[src/sv/hkv_pkg.sv]
// hkv_pkg: sizes, operation and status codes, control/status structs
// shared by the hashed key-value table controller, datapath and checker
// no dependencies
package hkv_pkg;

  // table geometry and field widths
  localparam int BUCKETS    = 64;
  localparam int WAYS       = 4;
  localparam int KEY_BITS   = 32;
  localparam int VALUE_BITS = 32;
  localparam int SLOTS      = BUCKETS * WAYS;

  localparam int CFG_BITS    = 7;
  localparam int MOD_RESET   = 61;
  localparam int MODE_BITS   = 2;
  localparam int STATUS_BITS = 2;
  localparam int COUNT_BITS  = 9;

  localparam int BUCKET_BITS = (BUCKETS > 1) ? $clog2(BUCKETS) : 1;
  localparam int WAY_BITS    = (WAYS > 1) ? $clog2(WAYS) : 1;

  // modulus path: wide enough for the clamped divisor
  localparam int MOD_W = (BUCKET_BITS + 1 > CFG_BITS) ? BUCKET_BITS + 1 : CFG_BITS;

  // key bits consumed per reduction cycle
  localparam int DIV_STEP     = 4;
  localparam int DIV_CYCLES   = (KEY_BITS + DIV_STEP - 1) / DIV_STEP;
  localparam int SHIFT_W      = DIV_CYCLES * DIV_STEP;
  localparam int DIV_CNT_BITS = (DIV_CYCLES > 1) ? $clog2(DIV_CYCLES) : 1;

  // operation codes
  localparam logic [MODE_BITS-1:0] MODE_PUT    = 2'd0;
  localparam logic [MODE_BITS-1:0] MODE_GET    = 2'd1;
  localparam logic [MODE_BITS-1:0] MODE_REMOVE = 2'd2;

  // result status codes
  localparam logic [STATUS_BITS-1:0] ST_OK        = 2'd0;
  localparam logic [STATUS_BITS-1:0] ST_NOT_FOUND = 2'd1;
  localparam logic [STATUS_BITS-1:0] ST_FULL      = 2'd2;

  typedef struct packed {
    logic load;      // capture input item, start reduction
    logic div_step;  // one reduction step
    logic read_en;   // read bucket row
    logic cmp_en;    // register way compare
    logic commit;    // write back and load result
  } ctrl_cmd_t;

  typedef struct packed {
    logic out_free;  // result register can take a new result
  } dp_status_t;

endpackage

[src/sv/hkv_ctrl.sv]
// hkv_ctrl: sequencing state machine for the hashed key-value table
// depends on hkv_pkg
module hkv_ctrl (
  input  logic                   clk,
  input  logic                   rst_n,
  input  logic                   in_valid,
  output logic                   in_stall,
  output hkv_pkg::ctrl_cmd_t     cmd,
  input  hkv_pkg::dp_status_t    status
);
  import hkv_pkg::*;

  typedef enum logic [2:0] {
    S_IDLE,
    S_DIV,
    S_READ,
    S_CMP,
    S_COMMIT
  } state_t;

  state_t                  state_r, state_nxt;
  logic [DIV_CNT_BITS-1:0] cnt_r, cnt_nxt;

  always_comb begin
    state_nxt = state_r;
    cnt_nxt   = cnt_r;
    cmd       = '0;
    unique case (state_r)
      S_IDLE: begin
        if (in_valid) begin
          cmd.load  = 1'b1;
          cnt_nxt   = '0;
          state_nxt = S_DIV;
        end
      end
      S_DIV: begin
        cmd.div_step = 1'b1;
        cnt_nxt      = cnt_r + DIV_CNT_BITS'(1);
        if (cnt_r == DIV_CNT_BITS'(DIV_CYCLES - 1)) begin
          state_nxt = S_READ;
        end
      end
      S_READ: begin
        cmd.read_en = 1'b1;
        state_nxt   = S_CMP;
      end
      S_CMP: begin
        cmd.cmp_en = 1'b1;
        state_nxt  = S_COMMIT;
      end
      S_COMMIT: begin
        if (status.out_free) begin
          cmd.commit = 1'b1;
          state_nxt  = S_IDLE;
        end
      end
      default: state_nxt = S_IDLE;
    endcase
  end

  always_ff @(posedge clk) begin
    if (!rst_n) begin
      state_r <= S_IDLE;
      cnt_r   <= '0;
    end else begin
      state_r <= state_nxt;
      cnt_r   <= cnt_nxt;
    end
  end

  assign in_stall = (state_r != S_IDLE);

endmodule

[config.mk]
export PLATFORM = sky130hd
export DESIGN_NAME = hkv_ctrl
export DESIGN_NICKNAME = d
export VERILOG_FILES = /design/src/sv/hkv_pkg.sv /design/src/sv/hkv_ctrl.sv
export SDC_FILE = /design/constraint.sdc
export NUM_CORES = 1
export LEC_CHECK = 0
export ABC_AREA = 1
export ABC_CLOCK_PERIOD_IN_PS = 1500
export BUFFER_PORTS_ARGS = -buffer_cell sky130_fd_sc_hd__buf_2
export CAP_MARGIN = 0
export CORE_AREA = 2 2 39 41
export DETAILED_ROUTE_END_ITERATION = 8
export DIE_AREA = 0 0 41 43
export GPL_TIMING_DRIVEN = 0
export RECOVER_POWER = 100
export SLEW_MARGIN = 10
export SYNTH_ARGS = -nofsm -noshare
export SYNTH_HDL_FRONTEND = slang
export SYNTH_SLANG_ARGS = --single-unit
[constraint.sdc]
create_clock -name clk -period 1.5 [get_ports clk]
set_input_delay 0.075 -clock clk [delete_from_list [all_inputs] [get_ports clk]]
set_output_delay 0.075 -clock clk [all_outputs]
set_load 0.03 [all_outputs]
==> reports/metrics.json, run 1 <==
{
  "run_status": {
    "status": "completed"
  },
  "placement": {
    "hpwlAfterDp_um": 541,
    "post-place-ws_ns": 0.393,
    "placed_cells_incl_taps": 73,
    "io_buffer_count": 9,
    "gp_congestion": 0.633
  },
  "global_routing": {
    "grt.overflow.total": 0,
    "antenna_found_initial": 0,
    "via_count_of_the_first_global_routing_pass": 313,
    "globalRouteTotalUtil_pct": 10.8,
    "grt_first_pass_wirelength_mm": 1.18,
    "pin_count_of_the_biggest_net_entering_global_routing": 7
  },
  "floorplan": {
    "die_area_sq_mm": 0.00176,
    "core_sq_mm": 0.00138,
    "start_util_pct": 25.0,
    "chipWidth_um": 41,
    "floorplan.rows": 14,
    "die_y_um": 43,
    "ioPinCount": 10
  },
  "final_layout": {
    "final_cell_count_no_fill": 76,
    "drive_above_1_share_pct": 25.0,
    "antenna_cells": 0,
    "filler_cell_count": 151,
    "syn_to_final_growth_pct": 24.3,
    "final_stage_net_count": 68,
    "finish.utilization_pct": 31.0
  },
  "synthesis": {
    "synth.lib_cells_used.distinct": 16,
    "post-synth-top-area-fraction_pct": 34.8,
    "synth_simple_gate_area_share_pct": 39.1,
    "synthesis.instances": 48,
    "netlist_top_cells_area": "dfxtp_1 35%, nand3_1 8.7%, inv_1 8.7%",
    "adder_and_majority_cell_fraction_of_the_synthesized_area_pct": 7.25,
    "post_syn_area_sq_um": 345,
    "yosysSeqAreaShare_pct": 34.8,
    "synth-warning-count": 0,
    "synthesis.area_per_instance_sq_um": 7.19,
    "synthXorXnorAreaFrac_pct": 0,
    "portion_of_netlist_area_occupied_by_mux_cells_pct": 0,
    "synth.net_count": 54,
    "main_combinational_cell_family_by_area_after_synthesis": "simple AND/OR/NAND/NOR gates",
    "synth_seq_cells": 6,
    "yosysTopAreaCell": "dfxtp_1",
    "synth_area_in_compound_gates_pct": 8.70
  },
  "clocking": {
    "htree_num_levels": 1,
    "hold_fix_buffers_at_cts": 0,
    "cts_setup_buffers": 0,
    "clock_latency_ns": 0.24,
    "clk_pin_slew_worst_paths_ns": 0.05,
    "tritoncts_num_sinks": 6,
    "num_cts_buffers": 3,
    "clock_tree_from_tritoncts": "built",
    "cts.path.max_buffers": 2,
    "post_cts_resize_count": 0,
    "clock_tree.root_cell": "clkbuf_4"
  },
  "worst_setup_path": {
    "worst-path-max-fanout": 6,
    "reg2reg_from": "cnt_r[0]",
    "r2r_cells": 6,
    "worst_r2r_endpoint": "state_r[0]",
    "crit_start_category": "flop",
    "critical_path_class": "reg -> out",
    "worst_setup_slack_for_register_to_register_paths_ns": 0.39,
    "cp.required_ns": 1.42,
    "critical_path_arrival_ns": 1.22,
    "end_kind": "primary output"
  },
  "drt": {
    "post_drt_wl_per_cell_um": 9.22,
    "dr.first_iter.drc_count": 0,
    "via_count": 347,
    "drt_drc_violations_left": 0,
    "avgViaCountPerCell": 4.57,
    "wirelength_um": 701,
    "drt_first_pass_iters": 1,
    "detail-route-antenna-nets": 0
  },
  "job": {
    "drv.max_cap_violation_count": 0
  },
  "timing": {
    "setup_viol_count_final": 0,
    "slew_viol_final": 0,
    "postLayoutSetupSlackWorst_ns": 0.204,
    "worst-slew-pin-transition_ns": 0.362,
    "finalSetupTns_ns": 0,
    "holdWs_ns": 0.114,
    "timing.clock.skew_ns": 0.00407,
    "layout_min_cycle_time_ns": 1.30,
    "max_freq_ghz": 0.772,
    "timing.final.hold_violations": 0,
    "setup_repair_after_global_routing_missed_its_margin": "no",
    "layout_worst_path_cycle_share_pct": 86.4,
    "slew-limit-headroom_pct": 76.0
  },
  "worst_hold_path": {
    "hold-path-endpoint": "state_r[0]",
    "hp-start": "rst_n",
    "hold_path_depth": 3,
    "min-delay-path-class": "in -> reg"
  },
  "power": {
    "power.density_cell_area_mw_per_mm2": 1320,
    "peakVddDrop_uv": 516,
    "static-leakage-power_nw": 0.230
  }
}
[kinds of logic after synthesis]
family,Yosys count
buffers and inverters,9
AND/OR/NAND/NOR,25
flip-flops,6
AO/OA/AOI/OAI,6
adder cells (fa/ha/maj),2
[worst max path at each step]
stage / start / to / slack (ns) / cells after the start
floorplan: state_r[2] / cmd[0] / 0.31 / 2
global placement: cnt_r[0] / state_r[0] / 0.39 / 6
detailed placement: cnt_r[0] / state_r[0] / 0.39 / 6
CTS: state_r[0] / cmd[4] / 0.20 / 4
global route: state_r[0] / cmd[1] / 0.09 / 3
finish: state_r[0] / cmd[3] / 0.20 / 3
[cell usage after synthesis (all sizes together)]
cell	n
nor4	1
a21oi	4
nor2	8
ha	2
o21ai	2
nand3	8
nand2	6
inv	8
nand3b	1
clkinv	1
dfxtp	6
nand4	1
[flip-flops by register name, summed over array words and instances (netlist names)]
name     cells
cnt_r        3
state_r      3
[through the flow]
| step | power [mW] | instance area, sq um |
|---|---|---|
| floorplan | 0.379 | 352 |
| global placement | 0.428 | 417 |
| detailed placement | 0.433 | 417 |
| CTS | 0.586 | 439 |
| global route | 0.625 | 429 |
| finish | 0.567 | 429 |
[per-layer routing]
layer  part of all wire (%)  track usage, %
met5                      0               0
met4                    1.7            6.00
met3                    9.1            9.42
met2                     43            15.3
met1                     46            10.0
[cells in the final DEF, fill, tap and decap left out, drive strengths merged]
cell,synthesis,final
inv,8,8
nand3,8,8
nor2,8,8
clkbuf,0,7
nand2,6,6
dfxtp,6,6
buf,0,5
a21oi,4,4
o21ai,2,2
ha,2,2
clkinv,1,1
nor4,1,1
nand3b,1,1
nand4,1,1
[cell type report]
| type | count | area (sq um) | area share, % |
|---|---|---|---|
| Clock buffer | 3 | 22.5 | 5.25 |
| Tap cell | 16 | 20.0 | 4.66 |
| Sequential cell | 6 | 120 | 28.0 |
| Multi-Input combinational cell | 33 | 189 | 44.0 |
| Timing Repair Buffer | 9 | 42.5 | 9.91 |
| Inverter | 9 | 35.0 | 8.16 |
[power by group]
| part | internal [mW] | switching, mW | leakage [nW] |
|---|---|---|---|
| sequential | 0.180 | 0.0270 | 0.0491 |
| combinational | 0.0635 | 0.149 | 0.167 |
| clock | 0.0904 | 0.0573 | 0.0138 |
| total | 0.334 | 0.233 | 0.230 |
[critical path, cell delays in order, from the launching register on]
cell and delay [ns]:
dfxtp_1 0.46, nand2_1 0.20, clkinv_2 0.11, buf_2 0.20
Note: power is estimated with default switching activity, not from simulation.
==> inputs of run 2 (changes only) <==
==> constraint.sdc (replaced) <==
create_clock -name clk -period 1.5 [get_ports clk]
set_input_delay 0.075 -clock clk [delete_from_list [all_inputs] [get_ports clk]]
set_output_delay 0.075 -clock clk [all_outputs]
set_load 0.05 [all_outputs]
==> reports/metrics.json, run 2 (synthesized netlist as in run 1, its figures left out) <==
{
  "placement": {
    "hpwlAfterDp_um": 554,
    "io_buffer_count": 9,
    "gp_congestion": 0.660,
    "placedInstanceArea_sq_um": 425
  },
  "clocking": {
    "hold_fix_buffers_at_cts": 0,
    "clock_tree.root_cell": "clkbuf_4",
    "htree_num_levels": 1,
    "num_cts_buffers": 3,
    "post_cts_resize_count": 0,
    "clock_latency_ns": 0.24,
    "cts.path.max_buffers": 2,
    "clock_tree_from_tritoncts": "built",
    "tritoncts_num_sinks": 6,
    "clk_pin_slew_worst_paths_ns": 0.04,
    "cts_setup_buffers": 0
  },
  "drt": {
    "detail-route-antenna-nets": 0,
    "drt_drc_violations_left": 0,
    "dr.first_iter.drc_count": 4,
    "via_count": 342,
    "post_drt_wl_per_cell_um": 8.80,
    "wirelength_um": 669,
    "drt_first_pass_iters": 3,
    "avgViaCountPerCell": 4.50
  },
  "final_layout": {
    "layout.cells.most_common": "inv_1",
    "filler_cell_count": 159,
    "syn_to_final_growth_pct": 29.0,
    "layout_top_registers": "cnt_r (3), state_r (3)",
    "layout.cells.most_common_list": "8 x inv_1, 7 x nand3_1, 6 x nor2_1, 6 x dfxtp_1",
    "cell_area_after_layout_sq_um": 445,
    "antenna_cells": 0,
    "drive_above_1_share_pct": 30.0,
    "final_stage_net_count": 68
  },
  "timing": {
    "worst-slew-pin-transition_ns": 0.327,
    "setup_repair_after_global_routing_missed_its_margin": "no",
    "slew-limit-headroom_pct": 78.2,
    "layout_min_cycle_time_ns": 1.37,
    "slew_viol_final": 0,
    "timing.final.hold_violations": 0,
    "setup_viol_count_final": 0,
    "max_freq_ghz": 0.728,
    "finalSetupTns_ns": 0,
    "timing.clock.skew_ns": 0.00391,
    "layout_worst_path_cycle_share_pct": 91.6,
    "holdWs_ns": 0.119
  },
  "power": {
    "power.density_cell_area_mw_per_mm2": 1380,
    "peakVddDrop_uv": 733,
    "static-leakage-power_nw": 0.236,
    "fin_total_pwr_mw": 0.617
  },
  "worst_hold_path": {
    "min-delay-path-class": "in -> reg",
    "hold_path_depth": 3
  },
  "global_routing": {
    "grt_first_pass_wirelength_mm": 1.10,
    "antenna_found_initial": 0,
    "pin_count_of_the_biggest_net_entering_global_routing": 7,
    "globalRouteTotalUtil_pct": 9.47,
    "grt.overflow.total": 0,
    "via_count_of_the_first_global_routing_pass": 301
  },
  "floorplan": {
    "die_area_sq_mm": 0.00176,
    "core_sq_mm": 0.00138,
    "chipWidth_um": 41,
    "ioPinCount": 10,
    "start_util_pct": 25.0,
    "floorplan.rows": 14,
    "die_y_um": 43
  },
  "worst_setup_path": {
    "critical_path_arrival_ns": 1.30,
    "end_kind": "primary output",
    "cp.required_ns": 1.42,
    "critical_path_class": "reg -> out",
    "r2r_cells": 6,
    "worst-path-max-fanout": 4,
    "crit_start_category": "flop"
  },
  "run_status": {
    "status": "completed"
  },
  "job": {
    "drv.max_cap_violation_count": 0
  }
}
[run 2: cell types whose count changed in the layout (fill, tap and decap cells not counted), sizes merged]
| cell | delta |
|---|---|
| clkbuf | +2 |
| buf | -2 |
[run 2: cell type report]
type / count / area, sq um / share of cell area [%]
timing repair buffer: 9 / 47.5 / 10.7
tap: 16 / 20.0 / 4.49
clock buffer: 3 / 22.5 / 5.06
multi-input combinational: 33 / 200 / 44.9
sequential: 6 / 120 / 27.0
inverter: 9 / 35.0 / 7.87
[run 2: path summary, 6_finish.rpt]
check / from / end / slack (ns)
worst min-delay path: rst_n / state_r[1] / 0.12
worst max-delay path: state_r[2] / cmd[0] / 0.13
worst max register to register: cnt_r[0] / state_r[0] / 0.38
worst min register to register: cnt_r[0] / cnt_r[0] / 0.46
[run 2: report_power, final]
group | internal (mW) | switching [mW] | total, mW
Sequential | 0.180 | 0.0309 | 0.211
Clock | 0.0902 | 0.0542 | 0.144
Combinational | 0.0710 | 0.190 | 0.261
Total | 0.342 | 0.275 | 0.617
[run 2: metrics by stage]
stage / utilization (%) / cells / worst slack, ns
after floorplan: - / 48 / 0.198
after global placement: 30.7 / 73 / 0.370
after detailed placement: 30.7 / 73 / 0.369
after CTS: 32.4 / 76 / 0.104
after global routing: 32.2 / 76 / 0.0283
final: 32.2 / 76 / 0.126
[run 2: worst max-delay path, cell delays in order (launching register included)]
cell and delay (ns):
dfxtp_1 0.42, inv_1 0.12, nor4_4 0.21, clkbuf_2 0.31
[run 2: layer usage]
| layer | track usage, % | vias up | routed length, um |
|---|---|---|---|
| met3 | 6.28 | 2 | 53 |
| li1 | - | 181 | - |
| met4 | 4.00 | 0 | 4 |
| met5 | 0 | - | 0 |
| met2 | 12.8 | 10 | 303 |
| met1 | 11.4 | 149 | 308 |
==> inputs of run 3 (changes only) <==
--- a/config.mk
+++ b/config.mk
@@ -6,12 +6,13 @@
 export NUM_CORES = 1
 export LEC_CHECK = 0
 export ABC_AREA = 1
-export ABC_CLOCK_PERIOD_IN_PS = 1500
+export ABC_CLOCK_PERIOD_IN_PS = 1700
 export BUFFER_PORTS_ARGS = -buffer_cell sky130_fd_sc_hd__buf_2
 export CAP_MARGIN = 0
 export CORE_AREA = 2 2 39 41
 export DETAILED_ROUTE_END_ITERATION = 8
 export DIE_AREA = 0 0 41 43
+export GPL_ROUTABILITY_DRIVEN = 0
 export GPL_TIMING_DRIVEN = 0
 export RECOVER_POWER = 100
 export SLEW_MARGIN = 10
==> constraint.sdc (replaced) <==
create_clock -name clk -period 1.7 [get_ports clk]
set_input_delay 0.085 -clock clk [delete_from_list [all_inputs] [get_ports clk]]
set_output_delay 0.085 -clock clk [all_outputs]
set_load 0.05 [all_outputs]
==> reports/metrics.json, run 3 (synthesized netlist as in run 1, its figures left out) <==
{
  "timing": {
    "finalSetupTns_ns": 0,
    "postLayoutSetupSlackWorst_ns": 0.266,
    "setup_viol_count_final": 0,
    "max_freq_ghz": 0.697,
    "setup_repair_after_global_routing_missed_its_margin": "no",
    "layout_min_cycle_time_ns": 1.43,
    "slew-limit-headroom_pct": 60.8,
    "timing.clock.skew_ns": 0.00407,
    "layout_worst_path_cycle_share_pct": 84.3,
    "worst-slew-pin-transition_ns": 0.591,
    "slew_viol_final": 0,
    "holdWs_ns": 0.124,
    "timing.final.hold_violations": 0
  },
  "power": {
    "power.density_cell_area_mw_per_mm2": 1250,
    "peakVddDrop_uv": 461,
    "static-leakage-power_nw": 0.233,
    "comb_power_share_pct": 41.7,
    "intPower_mw": 0.295,
    "power.net_switching_mw": 0.242,
    "fin_total_pwr_mw": 0.538,
    "clkPwrFrac_pct": 24.2,
    "netSwitchingFraction_pct": 45.1,
    "seqPwrFrac_pct": 34.0
  },
  "global_routing": {
    "pin_count_of_the_biggest_net_entering_global_routing": 7,
    "antenna_found_initial": 0,
    "via_count_of_the_first_global_routing_pass": 313,
    "globalRouteTotalUtil_pct": 10.8,
    "grt.overflow.total": 0,
    "grt_first_pass_wirelength_mm": 1.18
  },
  "drt": {
    "drt_first_pass_iters": 1,
    "via_count": 347,
    "wirelength_um": 699,
    "dr.first_iter.drc_count": 0,
    "detail-route-antenna-nets": 0,
    "avgViaCountPerCell": 4.57,
    "post_drt_wl_per_cell_um": 9.20,
    "drt_drc_violations_left": 0
  },
  "final_layout": {
    "antenna_cells": 0,
    "final_cell_count_no_fill": 76,
    "syn_to_final_growth_pct": 24.6,
    "layout.cells.most_common_list": "8 x inv_1, 7 x nand3_1, 6 x nor2_1, 6 x nand2_1, 6 x dfxtp_1",
    "drive_above_1_share_pct": 26.7,
    "layout_top_registers": "cnt_r (3), state_r (3)",
    "layout.cells.most_common": "inv_1",
    "cell_area_after_layout_sq_um": 430,
    "finish.utilization_pct": 31.1,
    "final_stage_net_count": 68
  },
  "job": {
    "drv.max_cap_violation_count": 0
  },
  "clocking": {
    "tritoncts_num_sinks": 6,
    "cts.path.max_buffers": 2,
    "clk_pin_slew_worst_paths_ns": 0.05,
    "cts_setup_buffers": 0,
    "clock_tree_from_tritoncts": "built",
    "clock_latency_ns": 0.24,
    "post_cts_resize_count": 0,
    "clock_tree.root_cell": "clkbuf_4",
    "num_cts_buffers": 3,
    "htree_num_levels": 1,
    "hold_fix_buffers_at_cts": 0
  },
  "worst_hold_path": {
    "min-delay-path-class": "in -> reg",
    "hp-start": "rst_n"
  },
  "floorplan": {
    "die_y_um": 43,
    "floorplan.rows": 14,
    "start_util_pct": 25.0,
    "ioPinCount": 10,
    "die_area_sq_mm": 0.00176,
    "chipWidth_um": 41,
    "core_sq_mm": 0.00138
  },
  "worst_setup_path": {
    "timing.critical_path.slowest_cell_delay_ns": 0.46,
    "cp.required_ns": 1.62,
    "worstPathCellList": "inv_1, nand2_1, clkbuf_1",
    "end_kind": "primary output",
    "cp_slowest_cell": "clkbuf_1",
    "crit_start_category": "flop",
    "critical_path_class": "reg -> out",
    "bufs_and_invs_on_worst_path": 2,
    "crit_path_start": "state_r[1]",
    "reg2reg_from": "cnt_r[0]",
    "critical_path_arrival_ns": 1.35,
    "worst-path-max-fanout": 5,
    "cpLargestDelayFamily": "buffers and inverters"
  },
  "placement": {
    "placed_cells_incl_taps": 73,
    "post-place-ws_ns": 0.590,
    "placedInstanceArea_sq_um": 417,
    "hpwlAfterDp_um": 541,
    "io_buffer_count": 9
  },
  "run_status": {
    "status": "completed"
  }
}
## run 3: cell types whose count changed in the layout (fill, tap and decap cells not counted)
cell | before | now
nand2_1 | 5 | 6
nor4_4 | 1 | 0
nor4_2 | 0 | 1
clkbuf_1 | 0 | 1
clkbuf_2 | 5 | 3
clkbuf_4 | 4 | 3
nand2_2 | 1 | 0
buf_2 | 3 | 5
## run 3: path summary, 6_finish.rpt
kind / depth (start not counted) / slack, ns / to
min reg2reg: 1 / 0.47 / cnt_r[0]
min: 3 / 0.12 / state_r[0]
max: 3 / 0.27 / in_stall
max reg2reg: 6 / 0.59 / state_r[0]
## run 3: routing by layer
layer	GRT usage [%]	vias up	routed length, um
met5	0	-	0
met4	6.00	0	12
met3	9.42	2	63
met2	15.3	11	300
met1	10.0	151	323
li1	-	183	-
## run 3: area by class of cell
type | instances | area, sq um
sequential | 6 | 120
inverter | 9 | 35.0
tap | 16 | 20.0
timing repair buffer | 9 | 43.8
clock buffer | 3 | 22.5
multi-input combinational | 33 | 189
fill | 150 | 953
## run 3: power by group through the flow
stage / Clock, mW / Combinational [mW] / Sequential (mW)
after floorplan: 0 / 0.188 / 0.182
after global placement: 0 / 0.229 / 0.185
after detailed placement: 0 / 0.232 / 0.186
after CTS: 0.137 / 0.233 / 0.184
after global routing: 0.154 / 0.249 / 0.186
final: 0.130 / 0.224 / 0.183
## run 3: worst register-to-register path, cell delays in order (launching register included)
cell      delay, ns
dfxtp_1        0.32
ha_1           0.20
ha_1           0.17
nand3b_1       0.17
nand3_1        0.08
nor2_1         0.04
nor2_1         0.07
